--- src/design/hdf_pkg.sv ---
// Shared constants, types and character helpers of the hex dump formatter.
// No dependencies; hdf_ctrl, hdf_dp and the top level import it.
package hdf_pkg;

	// Line geometry
	localparam int HDF_MAX_COLS     = 32;
	localparam int HDF_DEFAULT_COLS = 16;
	localparam int HDF_CFG_W        = 6;
	localparam int HDF_CHARS        = 8;
	localparam int HDF_CNT_W        = 4;

	// ASCII codes
	localparam logic [7:0] CH_SPACE = 8'h20;
	localparam logic [7:0] CH_COLON = 8'h3a;
	localparam logic [7:0] CH_NL    = 8'h0a;
	localparam logic [7:0] CH_DOT   = 8'h2e;
	localparam logic [7:0] CH_FIRST = 8'h20;
	localparam logic [7:0] CH_LAST  = 8'h7e;

	// Controller states, also the segment the datapath is producing
	typedef logic [2:0] hdf_state_t;
	localparam hdf_state_t ST_IDLE  = 3'd0;
	localparam hdf_state_t ST_HDR   = 3'd1;
	localparam hdf_state_t ST_HEX   = 3'd2;
	localparam hdf_state_t ST_PAD   = 3'd3;
	localparam hdf_state_t ST_SEP   = 3'd4;
	localparam hdf_state_t ST_ASC   = 3'd5;
	localparam hdf_state_t ST_NL    = 3'd6;
	localparam hdf_state_t ST_FLUSH = 3'd7;

	// Controller to datapath
	typedef struct packed {
		hdf_state_t phase;
		logic       take;
		logic       produce;
		logic       flush;
	} hdf_cmd_t;

	// Datapath to controller
	typedef struct packed {
		logic in_fire;
		logic line_start;
		logic emit_fire;
		logic seg_last;
		logic close_line;
		logic pad_needed;
		logic xfer;
	} hdf_stat_t;

	// Lowercase hex digit
	function automatic logic [7:0] hex_char(input logic [3:0] nib);
		logic [7:0] c;
		if (nib < 4'd10) begin
			c = 8'h30 + {4'h0, nib};
		end else begin
			c = 8'h57 + {4'h0, nib};
		end
		return c;
	endfunction

	// Printable characters pass, others show as a dot
	function automatic logic [7:0] show_char(input logic [7:0] b);
		logic [7:0] c;
		if (b >= CH_FIRST && b <= CH_LAST) begin
			c = b;
		end else begin
			c = CH_DOT;
		end
		return c;
	endfunction

endpackage

--- src/design/hdf_if.sv ---
// Valid/ready channel interfaces of the hex dump formatter: raw bytes in,
// packed text out. No dependencies.
interface hdf_byte_if;
	logic       valid;
	logic       ready;
	logic [7:0] data_byte;
	logic       final_byte;

	modport source(output valid, data_byte, final_byte, input ready);
	modport sink(input valid, data_byte, final_byte, output ready);
endinterface

interface hdf_text_if;
	logic       valid;
	logic       ready;
	logic [7:0] char_0;
	logic [7:0] char_1;
	logic [7:0] char_2;
	logic [7:0] char_3;
	logic [7:0] char_4;
	logic [7:0] char_5;
	logic [7:0] char_6;
	logic [7:0] char_7;
	logic [3:0] char_count;
	logic       end_of_run;

	modport source(output valid, char_0, char_1, char_2, char_3, char_4, char_5, char_6,
		char_7, char_count, end_of_run, input ready);
	modport sink(input valid, char_0, char_1, char_2, char_3, char_4, char_5, char_6,
		char_7, char_count, end_of_run, output ready);
endinterface

--- src/design/hdf_ram.sv ---
// Generic single-port-write, single-port-read RAM with registered read data.
// No dependencies.
module hdf_ram #(
	parameter int WIDTH = 8,
	parameter int DEPTH = 32
) (
	input  logic                                  clk,
	input  logic                                  we,
	input  logic [((DEPTH > 1) ? $clog2(DEPTH) : 1)-1:0] waddr,
	input  logic [WIDTH-1:0]                      wdata,
	input  logic [((DEPTH > 1) ? $clog2(DEPTH) : 1)-1:0] raddr,
	output logic [WIDTH-1:0]                      rdata
);

	logic [WIDTH-1:0] mem_q [DEPTH];
	logic [WIDTH-1:0] rdata_q;

	// Write port
	always_ff @(posedge clk) begin
		if (we) begin
			mem_q[waddr] <= wdata;
		end
	end

	// Registered read port
	always_ff @(posedge clk) begin
		rdata_q <= mem_q[raddr];
	end

	assign rdata = rdata_q;

endmodule

--- src/design/hdf_ctrl.sv ---
// Sequencer of the hex dump formatter: steps through the text segments of
// one item. Depends on hdf_pkg.
module hdf_ctrl
	import hdf_pkg::*;
(
	input  logic      clk,
	input  logic      arst_n,
	input  hdf_stat_t stat,
	output hdf_cmd_t  cmd
);

	hdf_state_t state_q;
	hdf_state_t state_d;

	// Next segment
	always_comb begin
		state_d = state_q;
		unique case (state_q)
			ST_IDLE: begin
				if (stat.in_fire) begin
					state_d = stat.line_start ? ST_HDR : ST_HEX;
				end
			end
			ST_HDR: begin
				if (stat.emit_fire && stat.seg_last) begin
					state_d = ST_HEX;
				end
			end
			ST_HEX: begin
				if (stat.emit_fire && stat.seg_last) begin
					if (!stat.close_line) begin
						state_d = ST_FLUSH;
					end else if (stat.pad_needed) begin
						state_d = ST_PAD;
					end else begin
						state_d = ST_SEP;
					end
				end
			end
			ST_PAD: begin
				if (stat.emit_fire && stat.seg_last) begin
					state_d = ST_SEP;
				end
			end
			ST_SEP: begin
				if (stat.emit_fire) begin
					state_d = ST_ASC;
				end
			end
			ST_ASC: begin
				if (stat.emit_fire && stat.seg_last) begin
					state_d = ST_NL;
				end
			end
			ST_NL: begin
				if (stat.emit_fire) begin
					state_d = ST_FLUSH;
				end
			end
			ST_FLUSH: begin
				if (stat.xfer) begin
					state_d = ST_IDLE;
				end
			end
			default: begin
				state_d = ST_IDLE;
			end
		endcase
	end

	// State register
	always_ff @(posedge clk or negedge arst_n) begin
		if (!arst_n) begin
			state_q <= ST_IDLE;
		end else begin
			state_q <= state_d;
		end
	end

	// Commands
	always_comb begin
		cmd.phase   = state_q;
		cmd.take    = (state_q == ST_IDLE);
		cmd.produce = (state_q != ST_IDLE) && (state_q != ST_FLUSH);
		cmd.flush   = (state_q == ST_FLUSH);
	end

endmodule

--- src/design/hdf_dp.sv ---
// Datapath of the hex dump formatter: offset, line store, character
// generation, 8-character packer and output register. Depends on hdf_pkg,
// hdf_if and hdf_ram.
module hdf_dp
	import hdf_pkg::*;
#(
	parameter int MAX_COLS = HDF_MAX_COLS
) (
	input  logic                 clk,
	input  logic                 arst_n,
	input  logic                 cfg_we,
	input  logic [HDF_CFG_W-1:0] cfg_wdata,
	input  hdf_cmd_t             cmd,
	output hdf_stat_t            stat,
	hdf_byte_if.sink             byte_ch,
	hdf_text_if.source           text_ch
);

	localparam int COL_W    = $clog2(MAX_COLS + 1);
	localparam int IDX_W    = (MAX_COLS > 1) ? $clog2(MAX_COLS) : 1;
	localparam int DEF_COLS = (HDF_DEFAULT_COLS > MAX_COLS) ? MAX_COLS : HDF_DEFAULT_COLS;

	logic [HDF_CFG_W-1:0] cfg_q;
	logic [COL_W-1:0]     cols;
	logic [COL_W-1:0]     mid;
	logic [31:0]          offset_q;
	logic [COL_W-1:0]     fill_q;
	logic [COL_W-1:0]     pos;
	logic [COL_W-1:0]     pos_q;
	logic [7:0]           byte_q;
	logic                 close_q;
	logic [3:0]           sub_q;
	logic [COL_W-1:0]     col_q;
	logic [COL_W-1:0]     rd_col;
	logic [7:0]           rd_data;
	logic [31:0]          off_sh;
	logic                 in_fire;
	logic                 extra_hex;
	logic                 extra_pad;
	logic                 col_end;
	logic                 seg_last;
	logic [7:0]           ch;
	logic [7:0]           pack_q [HDF_CHARS];
	logic [HDF_CNT_W-1:0] pack_cnt_q;
	logic                 pack_full;
	logic                 out_free;
	logic                 xfer;
	logic                 emit_fire;
	logic                 out_valid_q;
	logic [7:0]           out_char_q [HDF_CHARS];
	logic [HDF_CNT_W-1:0] out_cnt_q;
	logic                 out_eor_q;

	// Width register
	always_ff @(posedge clk or negedge arst_n) begin
		if (!arst_n) begin
			cfg_q <= HDF_CFG_W'(HDF_DEFAULT_COLS);
		end else if (cfg_we) begin
			cfg_q <= cfg_wdata;
		end
	end

	// Effective width: zero means default, limit to the line store
	always_comb begin
		if (cfg_q == '0) begin
			cols = COL_W'(DEF_COLS);
		end else if (int'(cfg_q) > MAX_COLS) begin
			cols = COL_W'(MAX_COLS);
		end else begin
			cols = COL_W'(cfg_q);
		end
		mid = cols >> 1;
	end

	// Column of the incoming byte, held at the last one if the line is full
	assign pos     = (int'(fill_q) >= MAX_COLS) ? COL_W'(MAX_COLS - 1) : fill_q;
	assign in_fire = byte_ch.valid && cmd.take;
	assign byte_ch.ready = cmd.take;

	// Latch the item
	always_ff @(posedge clk) begin
		if (in_fire) begin
			byte_q  <= byte_ch.data_byte;
			pos_q   <= pos;
			close_q <= byte_ch.final_byte || ((pos + COL_W'(1)) >= cols);
		end
	end

	// Line fill and stream offset
	always_ff @(posedge clk or negedge arst_n) begin
		if (!arst_n) begin
			fill_q   <= '0;
			offset_q <= '0;
		end else begin
			if (in_fire) begin
				fill_q <= pos + COL_W'(1);
			end else if (emit_fire && cmd.phase == ST_NL) begin
				fill_q <= '0;
			end
			if (xfer && cmd.flush) begin
				offset_q <= offset_q + 32'd1;
			end
		end
	end

	// Line store: write on accept, read in order for the ASCII column
	assign rd_col = emit_fire ? (col_q + COL_W'(1)) : col_q;

	hdf_ram #(
		.WIDTH(8),
		.DEPTH(MAX_COLS)
	) u_line_ram (
		.clk  (clk),
		.we   (in_fire),
		.waddr(pos[IDX_W-1:0]),
		.wdata(byte_ch.data_byte),
		.raddr((cmd.phase == ST_ASC) ? rd_col[IDX_W-1:0] : IDX_W'(0)),
		.rdata(rd_data)
	);

	// Character of the current segment
	assign off_sh    = offset_q >> {~sub_q[2:0], 2'b00};
	assign extra_hex = (mid != '0) && ((pos_q + COL_W'(1)) == mid);
	assign extra_pad = (mid != '0) && ((col_q + COL_W'(1)) == mid);
	assign col_end   = ((sub_q == 4'd2) && !extra_pad) || (sub_q == 4'd3);

	always_comb begin
		ch       = CH_SPACE;
		seg_last = 1'b0;
		unique case (cmd.phase)
			ST_HDR: begin
				if (sub_q < 4'd8) begin
					ch = hex_char(off_sh[3:0]);
				end else if (sub_q == 4'd8) begin
					ch = CH_COLON;
				end
				seg_last = (sub_q == 4'd9);
			end
			ST_HEX: begin
				if (sub_q == 4'd0) begin
					ch = hex_char(byte_q[7:4]);
				end else if (sub_q == 4'd1) begin
					ch = hex_char(byte_q[3:0]);
				end
				seg_last = ((sub_q == 4'd2) && !extra_hex) || (sub_q == 4'd3);
			end
			ST_PAD: begin
				seg_last = col_end && (col_q == (cols - COL_W'(1)));
			end
			ST_SEP: begin
				seg_last = 1'b1;
			end
			ST_ASC: begin
				ch       = show_char(rd_data);
				seg_last = ((col_q + COL_W'(1)) == fill_q);
			end
			ST_NL: begin
				ch       = CH_NL;
				seg_last = 1'b1;
			end
			default: begin
				ch       = CH_SPACE;
				seg_last = 1'b0;
			end
		endcase
	end

	// Segment counters
	always_ff @(posedge clk or negedge arst_n) begin
		if (!arst_n) begin
			sub_q <= '0;
			col_q <= '0;
		end else if (emit_fire) begin
			if (seg_last) begin
				sub_q <= '0;
				col_q <= (cmd.phase == ST_HEX) ? fill_q : '0;
			end else begin
				case (cmd.phase)
					ST_PAD: begin
						if (col_end) begin
							sub_q <= '0;
							col_q <= col_q + COL_W'(1);
						end else begin
							sub_q <= sub_q + 4'd1;
						end
					end
					ST_ASC: begin
						col_q <= col_q + COL_W'(1);
					end
					default: begin
						sub_q <= sub_q + 4'd1;
					end
				endcase
			end
		end
	end

	// Packer handshake: a full pack leaves only when more text follows,
	// the last one leaves on flush with end of run set
	assign pack_full = (pack_cnt_q == HDF_CNT_W'(HDF_CHARS));
	assign out_free  = !out_valid_q || text_ch.ready;
	assign xfer      = out_free && (cmd.flush || (cmd.produce && pack_full));
	assign emit_fire = cmd.produce && (!pack_full || xfer);

	// Collect characters
	always_ff @(posedge clk or negedge arst_n) begin
		if (!arst_n) begin
			pack_cnt_q <= '0;
		end else if (xfer) begin
			pack_cnt_q <= emit_fire ? HDF_CNT_W'(1) : '0;
		end else if (emit_fire) begin
			pack_cnt_q <= pack_cnt_q + HDF_CNT_W'(1);
		end
	end

	always_ff @(posedge clk) begin
		if (emit_fire) begin
			if (xfer) begin
				pack_q[0] <= ch;
			end else begin
				pack_q[pack_cnt_q[2:0]] <= ch;
			end
		end
	end

	// Output register, unused characters zeroed
	always_ff @(posedge clk or negedge arst_n) begin
		if (!arst_n) begin
			out_valid_q <= 1'b0;
		end else if (xfer) begin
			out_valid_q <= 1'b1;
		end else if (text_ch.ready) begin
			out_valid_q <= 1'b0;
		end
	end

	always_ff @(posedge clk) begin
		if (xfer) begin
			for (int i = 0; i < HDF_CHARS; i++) begin
				out_char_q[i] <= (HDF_CNT_W'(i) < pack_cnt_q) ? pack_q[i] : 8'h00;
			end
			out_cnt_q <= pack_cnt_q;
			out_eor_q <= cmd.flush;
		end
	end

	assign text_ch.valid      = out_valid_q;
	assign text_ch.char_0     = out_char_q[0];
	assign text_ch.char_1     = out_char_q[1];
	assign text_ch.char_2     = out_char_q[2];
	assign text_ch.char_3     = out_char_q[3];
	assign text_ch.char_4     = out_char_q[4];
	assign text_ch.char_5     = out_char_q[5];
	assign text_ch.char_6     = out_char_q[6];
	assign text_ch.char_7     = out_char_q[7];
	assign text_ch.char_count = out_cnt_q;
	assign text_ch.end_of_run = out_eor_q;

	// Status
	always_comb begin
		stat.in_fire    = in_fire;
		stat.line_start = (fill_q == '0);
		stat.emit_fire  = emit_fire;
		stat.seg_last   = seg_last;
		stat.close_line = close_q;
		stat.pad_needed = (fill_q < cols);
		stat.xfer       = xfer;
	end

endmodule

--- src/design/hex_dump_formatter_top.sv ---
// Hex dump formatter: turns a byte stream into hex-dump text with an ASCII
// column, one item in and a run of up to eight characters per result out.
// Once an item is taken, the block makes one character per cycle into an
// 8-character packer unless the packer is full and the output stalls, then
// hands over the last result in the flush state. A byte gives its hex digits,
// preceded by the offset header at the start of a line; a byte that closes a
// line adds the padding, the separator, the ASCII characters and the newline.
// Input is refused while an item is being formatted. Depends on hdf_pkg,
// hdf_if, hdf_ctrl and hdf_dp.
module hex_dump_formatter_top
	import hdf_pkg::*;
#(
	parameter int MAX_COLS = HDF_MAX_COLS
) (
	input  logic                 clk,
	input  logic                 arst_n,
	input  logic                 cfg_we,
	input  logic [HDF_CFG_W-1:0] cfg_wdata,
	hdf_byte_if.sink             byte_ch,
	hdf_text_if.source           text_ch
);

	hdf_cmd_t  cmd;
	hdf_stat_t stat;

	// Segment sequencer
	hdf_ctrl u_ctrl (
		.clk   (clk),
		.arst_n(arst_n),
		.stat  (stat),
		.cmd   (cmd)
	);

	// Text datapath
	hdf_dp #(
		.MAX_COLS(MAX_COLS)
	) u_dp (
		.clk      (clk),
		.arst_n   (arst_n),
		.cfg_we   (cfg_we),
		.cfg_wdata(cfg_wdata),
		.cmd      (cmd),
		.stat     (stat),
		.byte_ch  (byte_ch),
		.text_ch  (text_ch)
	);

endmodule

--- src/flat_wrapper.sv ---
// flat-port wrapper written by rule: the top's interface ports become plain ports
module hex_dump_formatter_top_flat import hdf_pkg::*;
#(
	parameter int MAX_COLS = HDF_MAX_COLS
)
  (clk, arst_n, cfg_we, cfg_wdata, byte_ch_valid, byte_ch_data_byte, byte_ch_final_byte, byte_ch_ready, text_ch_valid, text_ch_char_0, text_ch_char_1, text_ch_char_2, text_ch_char_3, text_ch_char_4, text_ch_char_5, text_ch_char_6, text_ch_char_7, text_ch_char_count, text_ch_end_of_run, text_ch_ready);
  hdf_byte_if byte_ch_i ();
  hdf_text_if text_ch_i ();
  input  logic clk;
  input  logic arst_n;
  input  logic cfg_we;
  input  logic [HDF_CFG_W-1:0] cfg_wdata;
  input wire logic [$bits(byte_ch_i.valid)-1:0] byte_ch_valid;
  input wire logic [$bits(byte_ch_i.data_byte)-1:0] byte_ch_data_byte;
  input wire logic [$bits(byte_ch_i.final_byte)-1:0] byte_ch_final_byte;
  output wire logic [$bits(byte_ch_i.ready)-1:0] byte_ch_ready;
  output wire logic [$bits(text_ch_i.valid)-1:0] text_ch_valid;
  output wire logic [$bits(text_ch_i.char_0)-1:0] text_ch_char_0;
  output wire logic [$bits(text_ch_i.char_1)-1:0] text_ch_char_1;
  output wire logic [$bits(text_ch_i.char_2)-1:0] text_ch_char_2;
  output wire logic [$bits(text_ch_i.char_3)-1:0] text_ch_char_3;
  output wire logic [$bits(text_ch_i.char_4)-1:0] text_ch_char_4;
  output wire logic [$bits(text_ch_i.char_5)-1:0] text_ch_char_5;
  output wire logic [$bits(text_ch_i.char_6)-1:0] text_ch_char_6;
  output wire logic [$bits(text_ch_i.char_7)-1:0] text_ch_char_7;
  output wire logic [$bits(text_ch_i.char_count)-1:0] text_ch_char_count;
  output wire logic [$bits(text_ch_i.end_of_run)-1:0] text_ch_end_of_run;
  input wire logic [$bits(text_ch_i.ready)-1:0] text_ch_ready;
  assign byte_ch_i.valid = byte_ch_valid;
  assign byte_ch_i.data_byte = byte_ch_data_byte;
  assign byte_ch_i.final_byte = byte_ch_final_byte;
  assign byte_ch_ready = byte_ch_i.ready;
  assign text_ch_valid = text_ch_i.valid;
  assign text_ch_char_0 = text_ch_i.char_0;
  assign text_ch_char_1 = text_ch_i.char_1;
  assign text_ch_char_2 = text_ch_i.char_2;
  assign text_ch_char_3 = text_ch_i.char_3;
  assign text_ch_char_4 = text_ch_i.char_4;
  assign text_ch_char_5 = text_ch_i.char_5;
  assign text_ch_char_6 = text_ch_i.char_6;
  assign text_ch_char_7 = text_ch_i.char_7;
  assign text_ch_char_count = text_ch_i.char_count;
  assign text_ch_end_of_run = text_ch_i.end_of_run;
  assign text_ch_i.ready = text_ch_ready;
  hex_dump_formatter_top #(.MAX_COLS(MAX_COLS)) u_core (.clk(clk), .arst_n(arst_n), .cfg_we(cfg_we), .cfg_wdata(cfg_wdata), .byte_ch(byte_ch_i), .text_ch(text_ch_i));
endmodule
--- config.mk ---
export PLATFORM = sky130hd
export DESIGN_NAME = hex_dump_formatter_top_flat
export DESIGN_NICKNAME = d
export VERILOG_FILES = /design/src/design/hdf_pkg.sv /design/src/design/hdf_if.sv /design/src/design/hdf_ram.sv /design/src/design/hdf_ctrl.sv /design/src/design/hdf_dp.sv /design/src/design/hex_dump_formatter_top.sv /design/src/flat_wrapper.sv
export SDC_FILE = /design/constraint.sdc
export NUM_CORES = 1
export LEC_CHECK = 0
export ABC_AREA = 0
export BUFFER_PORTS_ARGS = -buffer_cell sky130_fd_sc_hd__clkbuf_2
export CAP_MARGIN = 20
export CORE_MARGIN = 1
export CORE_UTILIZATION = 55
export CTS_BUF_LIST = sky130_fd_sc_hd__clkbuf_8 sky130_fd_sc_hd__clkbuf_16
export DETAILED_ROUTE_END_ITERATION = 7
export GPL_TIMING_DRIVEN = 0
export PLACE_DENSITY = 0.69
export SYNTH_ARGS = -nofsm -noshare
export SYNTH_HDL_FRONTEND = slang
export SYNTH_SLANG_ARGS = --single-unit
--- constraint.sdc ---
create_clock -name clk -period 7.5 [get_ports clk]
set_input_delay 1.5 -clock clk [delete_from_list [all_inputs] [get_ports clk]]
set_output_delay 1.5 -clock clk [all_outputs]
set_load 0.02 [all_outputs]
==> impl_metrics.ini, run 1 <==
[floorplan]
die_w_um = 193
ios = 91
rows = 69
core_region_area_um2 = 35800
start_util_pct = 56.3
dieArea_um2 = 37400
fp.dieH_um = 193

[cells_and_area]
nets = 1623
drive_gt1_share_pct = 14.3
layout.area.seq_um2 = 13800
num_antenna_cells = 0
final-instance-count-excl-fill = 2073
area_growth_pct = 13.3
fillers = 2604
multi_input_area_um2 = 5900

[timing]
period_share_pct = 56.4
slew_headroom_pct = 30.2
fin_skew_ns = 0.0294
rsz0062_at_grt = false
setup_tns_ns = 0
setup_viol = 0
fmax_mhz = 236
slew_violations = 0
final_hold_viol_count = 0
layout_setup_ws_ns = 3.27
period_minus_slack_ns = 4.23
worst_slew_pin_slew_ns = 1.05

[outcome]
status = finished with violations
failed_checks = DRC

[placed_design]
placed_cells = 1985
pre_cts_ws_ns = 2.77
place.gp.congestion = 0.922
io_buffers = 89
dp_hpwl_um = 30300

[logic_synthesis]
synth_cells = 1424
synth_top_area_cell = edfxtp_1
synth_ff_type = edfxtp_1
ys_warn_count = 0
syn_area_um2 = 20200
ys_seq_area_share_pct = 68.6
ys_ff_latch = 474
synth_most_common_cell = edfxtp_1
synth_cell_type_count = 77
synth-edff-count = 404
ys_async_sr_fraction_pct = 13.1
ys_top_cells_by_count = edfxtp_1 (404), nand2_1 (115), nor2_1 (85)
avgSynthCellArea_um2 = 14.2
ys_top_cells_by_area = edfxtp_1 (60%), dfrtp_1 (7.6%), mux2i_1 (3.8%), nand2_1 (2.1%), nor2b_1 (1.9%)
synthDominantCellAreaShare_pct = 60.2

[critical_path]
path_class = register to register
crit_required_ns = 7.96
crit_path_end_kind = register
path_cells = clkbuf_1 -> inv_1 -> ha_1 -> and3b_4 -> a211oi_4 -> nor3_2 -> a311oi_2 -> buf_6 -> a211oi_1 -> a221oi_1 -> a32oi_1 -> mux2i_1
crit_family = compound AO/OA/AOI/OAI gates
path_max_fanout = 10
crit_slowest_cell = a311oi_2
cp.arrival_ns = 4.69
worst-path-buf-inv = 3
max_stage_delay_ns = 0.67
startpoint_type = register

[global_route]
grt.total_usage_pct = 24.6
grt_max_degree = 63
grt_pass1_vias = 11900
grt.overflow.total = 0
grt_pass1_wl_um = 70300
antenna_found_initial = 0

[detailed_routing]
vias = 12300
drc = 14
wl_per_cell_um = 21.7
vias_per_cell = 5.93
routed_wl_um = 44900
drt_iter0_markers = 1015
postRouteAntennaNets = 0
drt_pass1_iterations = 7

[clock_network]
post-cts-setup-buffers = 0
clkSlewWorstSetupHoldPaths_ns = 0.06
clkLatencyLatePin_ns = 0.58
cts_buffers = 48
cts-resized-gates = 0
cts_hold_buf = 0
clockRootBuffer = clkbuf_16
cts_max_path_buffers = 3
cts_tree = done
htree_levels = 2
cts.sinks = 474

[job]
maxCapViolCount = 0

[power]
power_density_nw_per_um2 = 376
p_leak_nw = 8.10
ir_worst_vdd_mv = 0.233
p_total_w = 0.00858

[worst_hold_path]
hp-class = register to register
[power breakdown]
group | switching (W) | internal [W] | leakage [nW] | total (W)
Combinational | 0.00180 | 0.000907 | 2.74 | 0.00271
Clock | 0.000972 | 0.00140 | 0.814 | 0.00237
Sequential | 0.000159 | 0.00335 | 4.55 | 0.00351
Total | 0.00293 | 0.00566 | 8.10 | 0.00858
[flip-flops by register name (all words and copies together) (netlist names)]
| register | cells |
|---|---|
| u_core.u_dp.pack_q | 64 |
| u_core.u_dp.text_ch.valid | 1 |
| u_core.u_dp.offset_q | 32 |
| u_core.u_dp.fill_q | 6 |
| u_core.u_dp.col_q | 6 |
| u_core.u_dp.out_char_q | 64 |
| u_core.u_dp.u_line_ram.mem_q | 256 |
| u_core.u_dp.cfg_q | 6 |
| u_core.u_dp.pos_q | 6 |
| u_core.u_dp.pack_cnt_q | 4 |
| u_core.u_dp.u_line_ram.rdata | 8 |
| u_core.u_dp.close_q | 1 |
| u_core.u_dp.byte_q | 8 |
| u_core.u_dp.text_ch.char_count | 4 |
| u_core.u_ctrl.state_q | 3 |
| u_core.u_dp.text_ch.end_of_run | 1 |
| u_core.u_dp.sub_q | 4 |
[routing by layer]
layer | share of wire [%] | global-route usage [%] | routed length, um
met1 | 44 | 35.3 | 19700
met2 | 47 | 39.0 | 21100
met3 | 7.2 | 4.50 | 3220
met4 | 2.2 | 6.87 | 1010
met5 | 0 | 0 | 0
[cells in the final DEF, fill, tap and decap left out, types with 17 or more instances in the layout]
cell and count:
nor2b_1 61, xnor2_1 42, clkbuf_1 38, buf_2 17, clkbuf_2 89, dfrtp_1 61, ha_1 28, inv_1 42
clkbuf_16 49, a21oi_1 27, nand3_1 45, a31oi_1 21, nand2_1 115, edfxtp_1 404, a221oi_1 35, mux2i_1 77
a211oi_1 36, xor2_1 22, and2_1 34, o21ai_0 28, nor2_1 84
[cells by family (layout without fill, tap and decap cells)]
family / after synthesis / count (layout) / share of synthesized area, %
AOI/OAI and AO/OA: 225 / 225 / 8.27
xor gates and xnor gates: 65 / 65 / 2.89
adders and majority gates: 28 / 28 / 1.74
buffers and inverters: 101 / 281 / 2.26
DFF: 474 / 474 / 68.6
muxes: 92 / 92 / 5.11
other: 1 / 9 / 0.0186
and+or+nand+nor: 438 / 438 / 11.1
[final timing paths]
check                                           from                           endpoint  slack (ns)  cells past startpoint
hold reg to reg            u_core.u_dp.pack_cnt_q[3]  u_core.u_dp.text_ch.char_count[3]        0.44                      0
max in group asynchronous                     arst_n           u_core.u_dp.offset_q[19]        5.83                      1
setup reg to reg           u_core.u_dp.pack_cnt_q[1]    u_core.u_dp.u_line_ram.rdata[1]        3.27                     12
setup / recovery           u_core.u_dp.pack_cnt_q[1]    u_core.u_dp.u_line_ram.rdata[1]        3.27                     12
hold / removal             u_core.u_dp.pack_cnt_q[3]  u_core.u_dp.text_ch.char_count[3]        0.44                      0
min in group asynchronous                     arst_n               u_core.u_dp.cfg_q[2]        1.05                      1
[worst register-to-register path, cell delays in order, from the launching register on]
cell,delay (ns)
dfrtp_1,0.42
clkbuf_1,0.37
inv_1,0.12
ha_1,0.25
and3b_4,0.25
a211oi_4,0.58
nor3_2,0.09
a311oi_2,0.67
buf_6,0.24
a211oi_1,0.06
a221oi_1,0.62
a32oi_1,0.10
mux2i_1,0.36
[area by class of cell]
| cell class | instances | share of cell area (%) |
|---|---|---|
| multi-input cells | 857 | 25.8 |
| repair buffers | 93 | 2.22 |
| plain buffers | 68 | 1.46 |
| clock buffers | 50 | 5.43 |
| well taps | 461 | 2.52 |
| clock inverters | 37 | 1.41 |
| inverters | 33 | 0.542 |
| flip-flops and latches | 474 | 60.6 |
[per-stage QoR]
| stage | instance area, um2 | utilization (%) | hold WS, ns |
|---|---|---|---|
| floorplan | 20200 | - | 0.420 |
| global placement | 21200 | 59.2 | 0.426 |
| detailed placement | 21300 | 59.4 | 0.424 |
| CTS | 22800 | 63.8 | 0.438 |
| global route | 22900 | 63.8 | 0.466 |
| finish | 22900 | 63.8 | 0.443 |
(Power assumes the default switching activity.)
==> inputs of run 2 (changes only) <==
--- a/config.mk
+++ b/config.mk
@@ -13,7 +13,7 @@
 export CTS_BUF_LIST = sky130_fd_sc_hd__clkbuf_8 sky130_fd_sc_hd__clkbuf_16
 export DETAILED_ROUTE_END_ITERATION = 7
 export GPL_TIMING_DRIVEN = 0
-export PLACE_DENSITY = 0.69
+export PLACE_DENSITY = 0.72
 export SYNTH_ARGS = -nofsm -noshare
 export SYNTH_HDL_FRONTEND = slang
 export SYNTH_SLANG_ARGS = --single-unit
==> constraint.sdc (replaced) <==
create_clock -name clk -period 3.81 [get_ports clk]
set_input_delay 0.762 -clock clk [delete_from_list [all_inputs] [get_ports clk]]
set_output_delay 0.762 -clock clk [all_outputs]
set_load 0.02 [all_outputs]
==> run 2 against run 1 <==
Compared with the run above:
- the flow still finishes with violations (DRC)
- global-route usage fell by 0.12 points
- sequential power rose by 97%
- design area rose by 0.41%
- wire length fell by 0.40%
- worst hold slack got worse by 0.15 ns
- critical path depth did not move
- register-to-register slack got worse by 3.1 ns
- via count rose by 0.45%
- clock-buffer cell count rose by 5
- die area did not move
- highest routed layer unchanged
==> impl_metrics.ini, run 2 (same netlist as run 1, synthesis figures left out) <==
[critical_path]
cp.arrival_ns = 4.13
crit_path_end_kind = register
path_max_fanout = 10
path_class = register to register
startpoint_type = register
path_cells = inv_1 -> ha_1 -> and3b_4 -> a2111oi_4 -> a21o_1 -> buf_4 -> buf_4 -> buf_4 -> mux2i_1 -> a221oi_1 -> a32oi_1 -> mux2i_1
max_stage_delay_ns = 0.57
crit_slowest_cell = dfrtp_1
crit_path_frequent_cell = buf_4
crit_required_ns = 4.27

[floorplan]
dieArea_um2 = 37400
start_util_pct = 56.3
die_w_um = 193
core_region_area_um2 = 35800
fp.dieH_um = 193
rows = 69
ios = 91

[timing]
fin_skew_ns = 0.0368
fmax_mhz = 272
slew_headroom_pct = 30.3
setup_tns_ns = 0
period_minus_slack_ns = 3.67
slew_violations = 0
hold_ws_ns = 0.295
layout_setup_ws_ns = 0.136
final_hold_viol_count = 0
period_share_pct = 96.4
setup_viol = 0
worst_slew_pin_slew_ns = 1.04
rsz0062_at_grt = false

[detailed_routing]
postRouteAntennaNets = 0
vias = 12300
wl_met3_um = 3050
drt_iter0_markers = 1186
wl_met1_um = 19600
wl_met2_um = 20700
routed_wl_um = 44800
drc = 16
drt_pass1_iterations = 8
highest_layer = met4
vias_per_cell = 5.94
wl_per_cell_um = 21.5

[cells_and_area]
area_growth_pct = 13.8
nets = 1625
drive_gt1_share_pct = 15.0
largest_reg_flops = 256
final-instance-count-excl-fill = 2079
final_common_cell = edfxtp_1
mostFrequentLayoutCells = edfxtp_1 (404), nand2_1 (115), clkbuf_2 (92)
num_antenna_cells = 0
regMostFlops = u_core.u_dp.u_line_ram.mem_q
reg_top3 = u_core.u_dp.u_line_ram.mem_q x256, u_core.u_dp.out_char_q x64, u_core.u_dp.pack_q x64

[clock_network]
cts_buffers = 49
clockRootBuffer = clkbuf_16
cts_hold_buf = 0
clkLatencyLatePin_ns = 0.60
cts_max_path_buffers = 3
clkSlewWorstSetupHoldPaths_ns = 0.06
htree_levels = 2
cts.sinks = 474
cts_tree = done

[placed_design]
dp_hpwl_um = 30200
placed_cells = 1985
place.gp.congestion = 0.929
io_buffers = 89
pre_cts_ws_ns = -0.382

[outcome]
status = finished with violations
failed_checks = DRC

[power]
ir_worst_vdd_mv = 0.485
power_density_nw_per_um2 = 733
p_total_w = 0.0168
p_leak_nw = 8.15

[global_route]
grt_max_degree = 63
grt.overflow.total = 0
grt.total_usage_pct = 24.5
antenna_found_initial = 0
grt_pass1_wl_um = 70200
grt_pass1_vias = 12100

[worst_hold_path]
hp-class = primary input to asynchronous set/reset pin

[job]
maxCapViolCount = 0
==> run 2: power breakdown <==
part	switching [W]	total (W)	internal, W	leakage (nW)
sequential	0.000327	0.00692	0.00660	4.55
combinational	0.00359	0.00544	0.00185	2.81
clock	0.00195	0.00445	0.00250	0.793
==> run 2: final timing paths <==
| path | from | end | slack (ns) | cells after the start |
|---|---|---|---|---|
| setup / recovery | u_core.u_dp.pack_cnt_q[1] | u_core.u_dp.u_line_ram.rdata[4] | 0.14 | 12 |
| hold / removal | arst_n | u_core.u_dp.cfg_q[1] | 0.30 | 1 |
| setup reg to reg | u_core.u_dp.pack_cnt_q[1] | u_core.u_dp.u_line_ram.rdata[4] | 0.14 | 12 |
| hold reg to reg | u_core.u_dp.pack_cnt_q[3] | u_core.u_dp.text_ch.char_count[3] | 0.45 | 0 |
| max in group asynchronous | arst_n | u_core.u_dp.offset_q[29] | 2.89 | 1 |
| min in group clk | cfg_wdata[5] | u_core.u_dp.cfg_q[5] | 0.40 | 3 |
==> run 2: layout make-up <==
type / count / area [um2]
inverters: 33 / 124
multi-input cells: 857 / 6020
flip-flops and latches: 474 / 13800
well taps: 461 / 577
fillers: 2576 / 12900
clock inverters: 37 / 176
clock buffers: 55 / 1330
repair buffers: 95 / 538
plain buffers: 67 / 333
==> run 2: routing by layer <==
metal / GRT usage, % / up-vias
met3: 3.91 / 98
met1: 34.2 / 6036
met4: 9.87 / 0
met2: 38.9 / 507
met5: 0 / -
li1: - / 5705
==> run 2: timing repair <==
action	4_1_cts	5_1_grt
pin swaps	1	0
resized for setup	16	3
endpoints found under the setup margin	16	14
buffers inserted	3	0
==> run 2: worst max-delay path, delay by kind of cell (launching register included) <==
| family | cells | cell delay [ns] |
|---|---|---|
| AO/OA/AOI/OAI | 4 | 1.25 |
| buffers and inverters | 4 | 0.76 |
| AND/OR/NAND/NOR | 1 | 0.24 |
| multiplexers | 2 | 0.47 |
| flip-flops | 1 | 0.57 |
| adder cells (fa/ha/maj) | 1 | 0.24 |
==> run 2: stage by stage <==
stage / utilization, % / area, um2
final: 64.0 / 22900
after global routing: 64.0 / 22900
after CTS: 64.0 / 22900
after detailed placement: 59.4 / 21300
after global placement: 59.2 / 21200
after floorplan: - / 20200
==> inputs of run 3 (changes only) <==
--- a/config.mk
+++ b/config.mk
@@ -13,7 +13,7 @@
 export CTS_BUF_LIST = sky130_fd_sc_hd__clkbuf_8 sky130_fd_sc_hd__clkbuf_16
 export DETAILED_ROUTE_END_ITERATION = 7
 export GPL_TIMING_DRIVEN = 0
-export PLACE_DENSITY = 0.72
+export PLACE_DENSITY = 0.69
 export SYNTH_ARGS = -nofsm -noshare
 export SYNTH_HDL_FRONTEND = slang
 export SYNTH_SLANG_ARGS = --single-unit
==> constraint.sdc (replaced) <==
create_clock -name clk -period 3.9 [get_ports clk]
set_input_delay 0.78 -clock clk [delete_from_list [all_inputs] [get_ports clk]]
set_output_delay 0.78 -clock clk [all_outputs]
set_load 0.02 [all_outputs]
==> run 3 against run 2 <==
Compared with the run above:
- utilization is 0.17 points lower
- first-iteration DRC count shrank 18%
- sequential power down 2%
- via count fell by 1.4%
- design area fell by 0.26%
- power fell by 2.2%
- clock skew shrank 0.016 ns
- critical endpoint unchanged
- register-to-register slack is essentially flat
- the flow still finishes with violations (DRC)
- worst hold slack better by 0.024 ns
- wire length increased by 1.2%
- flip-flop and latch count did not move
==> impl_metrics.ini, run 3 (same netlist as run 1, synthesis figures left out) <==
[outcome]
status = finished with violations
failed_checks = DRC

[global_route]
grt-busiest-layer = met2
met2_usage_pct = 38.9
gr-usage-met1_pct = 34.2
grt.overflow.total = 0
grt.total_usage_pct = 24.8
grt_pass1_wl_um = 70100
grt_pass1_vias = 12000
grtUsageMet3_pct = 4.90
grt_max_degree = 63
antenna_found_initial = 1

[clock_network]
htree_levels = 2
cts_buffers = 48
cts_max_path_buffers = 3
cts_tree = done
cts.sinks = 474
clkLatencyLatePin_ns = 0.59
clockRootBuffer = clkbuf_16
clkSlewWorstSetupHoldPaths_ns = 0.06

[timing]
worst_slew_pin_slew_ns = 0.945
period_minus_slack_ns = 3.78
slew_violations = 0
fin_skew_ns = 0.0203
fmax_mhz = 265
rsz0062_at_grt = false
final_hold_viol_count = 0
setup_viol = 0
hold_ws_ns = 0.319
layout_setup_ws_ns = 0.124
slew_headroom_pct = 36.8
period_share_pct = 96.8

[detailed_routing]
wl_per_cell_um = 21.8
vias = 12200
drt_iter0_markers = 978
drc = 17
drt_pass1_iterations = 8
vias_per_cell = 5.87
routed_wl_um = 45300
postRouteAntennaNets = 0

[worst_hold_path]
hp-class = primary input to asynchronous set/reset pin

[floorplan]
die_w_um = 193
core_region_area_um2 = 35800
rows = 69
fp.dieH_um = 193
start_util_pct = 56.3
ios = 91
dieArea_um2 = 37400

[power]
ir_worst_vdd_mv = 0.367
power_density_nw_per_um2 = 718
p_total_w = 0.0164
p_leak_nw = 8.12

[cells_and_area]
nets = 1624
regMostFlops = u_core.u_dp.u_line_ram.mem_q
final-instance-count-excl-fill = 2074
area_growth_pct = 13.5
final_common_cell = edfxtp_1
largest_reg_flops = 256
num_antenna_cells = 0
reg_top3 = u_core.u_dp.u_line_ram.mem_q x256, u_core.u_dp.out_char_q x64, u_core.u_dp.pack_q x64
drive_gt1_share_pct = 14.8
mostFrequentLayoutCells = edfxtp_1 (404), nand2_1 (115), clkbuf_2 (93)

[placed_design]
place.gp.congestion = 0.904
io_buffers = 89
pre_cts_ws_ns = -0.162
dp_hpwl_um = 30600
placed_cells = 1985

[critical_path]
crit_required_ns = 4.39
startpoint_type = register
crit_path_start = u_core.u_dp.pack_cnt_q[1]
path_max_fanout = 10
path_class = register to register
cp.arrival_ns = 4.27
r2r-start = u_core.u_dp.pack_cnt_q[1]
crit_path_end_kind = register

[job]
maxCapViolCount = 0
[run 3: cell types whose count changed in the layout (fill, tap and decap cells not counted), moves of 2 or more]
cell and delta:
nor2_1 -3, clkinv_2 +4, clkinvlp_4 -2, clkinv_4 -2
nor2_2 +3, clkbuf_16 -2, clkbuf_8 -4, a221oi_1 +4
a221oi_2 -4, inv_1 -2, bufinv_16 +4
[run 3: timing repair]
action                                 4_1_cts  5_1_grt
setup endpoints to repair                    7       29
hold buffers                                 0        0
endpoints found under the hold margin        0        0
pin swaps                                    1        0
buffers inserted                             2        0
resized for setup                            7       12
[run 3: final cells by class]
class,count,area (um2)
well taps,461,577
clock buffers,49,1230
fillers,2654,12900
flip-flops and latches,474,13800
multi-input cells,857,5980
repair buffers,94,526
clock inverters,38,270
inverters,33,124
plain buffers,68,338
[run 3: per-stage QoR]
stage	TNS (ns)	util [%]	instance area (um2)
after floorplan	0	-	20200
after global placement	-10.31	59.2	21200
after detailed placement	-0.606	59.4	21300
after CTS	0	63.8	22900
after global routing	0	63.9	22900
final	0	63.9	22900
[run 3: final timing paths]
check | to | slack (ns) | cells after the start
min reg2reg | u_core.u_dp.text_ch.char_count[3] | 0.44 | 0
max in group asynchronous | u_core.u_dp.offset_q[19] | 2.95 | 1
max | u_core.u_dp.u_line_ram.rdata[4] | 0.12 | 12
max reg2reg | u_core.u_dp.u_line_ram.rdata[4] | 0.12 | 12
min in group clk | u_core.u_dp.cfg_q[5] | 0.40 | 3
min | u_core.u_dp.cfg_q[3] | 0.32 | 1
[run 3: routing by layer]
layer,share of wire [%],up-vias
li1,-,5681
met1,44,5962
met2,46,437
met3,6.9,94
met4,3.2,2
met5,0.029,-
[run 3: power breakdown]
part	switching, W	total, W	internal, W
Sequential	0.000307	0.00675	0.00645
Combinational	0.00349	0.00528	0.00179
Clock	0.00188	0.00441	0.00253
[run 3: worst max-delay path: stages (launching register included)]
cell and delay [ns]:
dfrtp_1 0.41, clkbuf_1 0.32, inv_1 0.11, ha_1 0.24, and3b_4 0.24, a2111oi_4 0.49
a21o_1 0.20, buf_4 0.23, buf_4 0.25, mux2i_1 0.12, a221oi_1 0.60, a32oi_1 0.24
mux2i_1 0.22
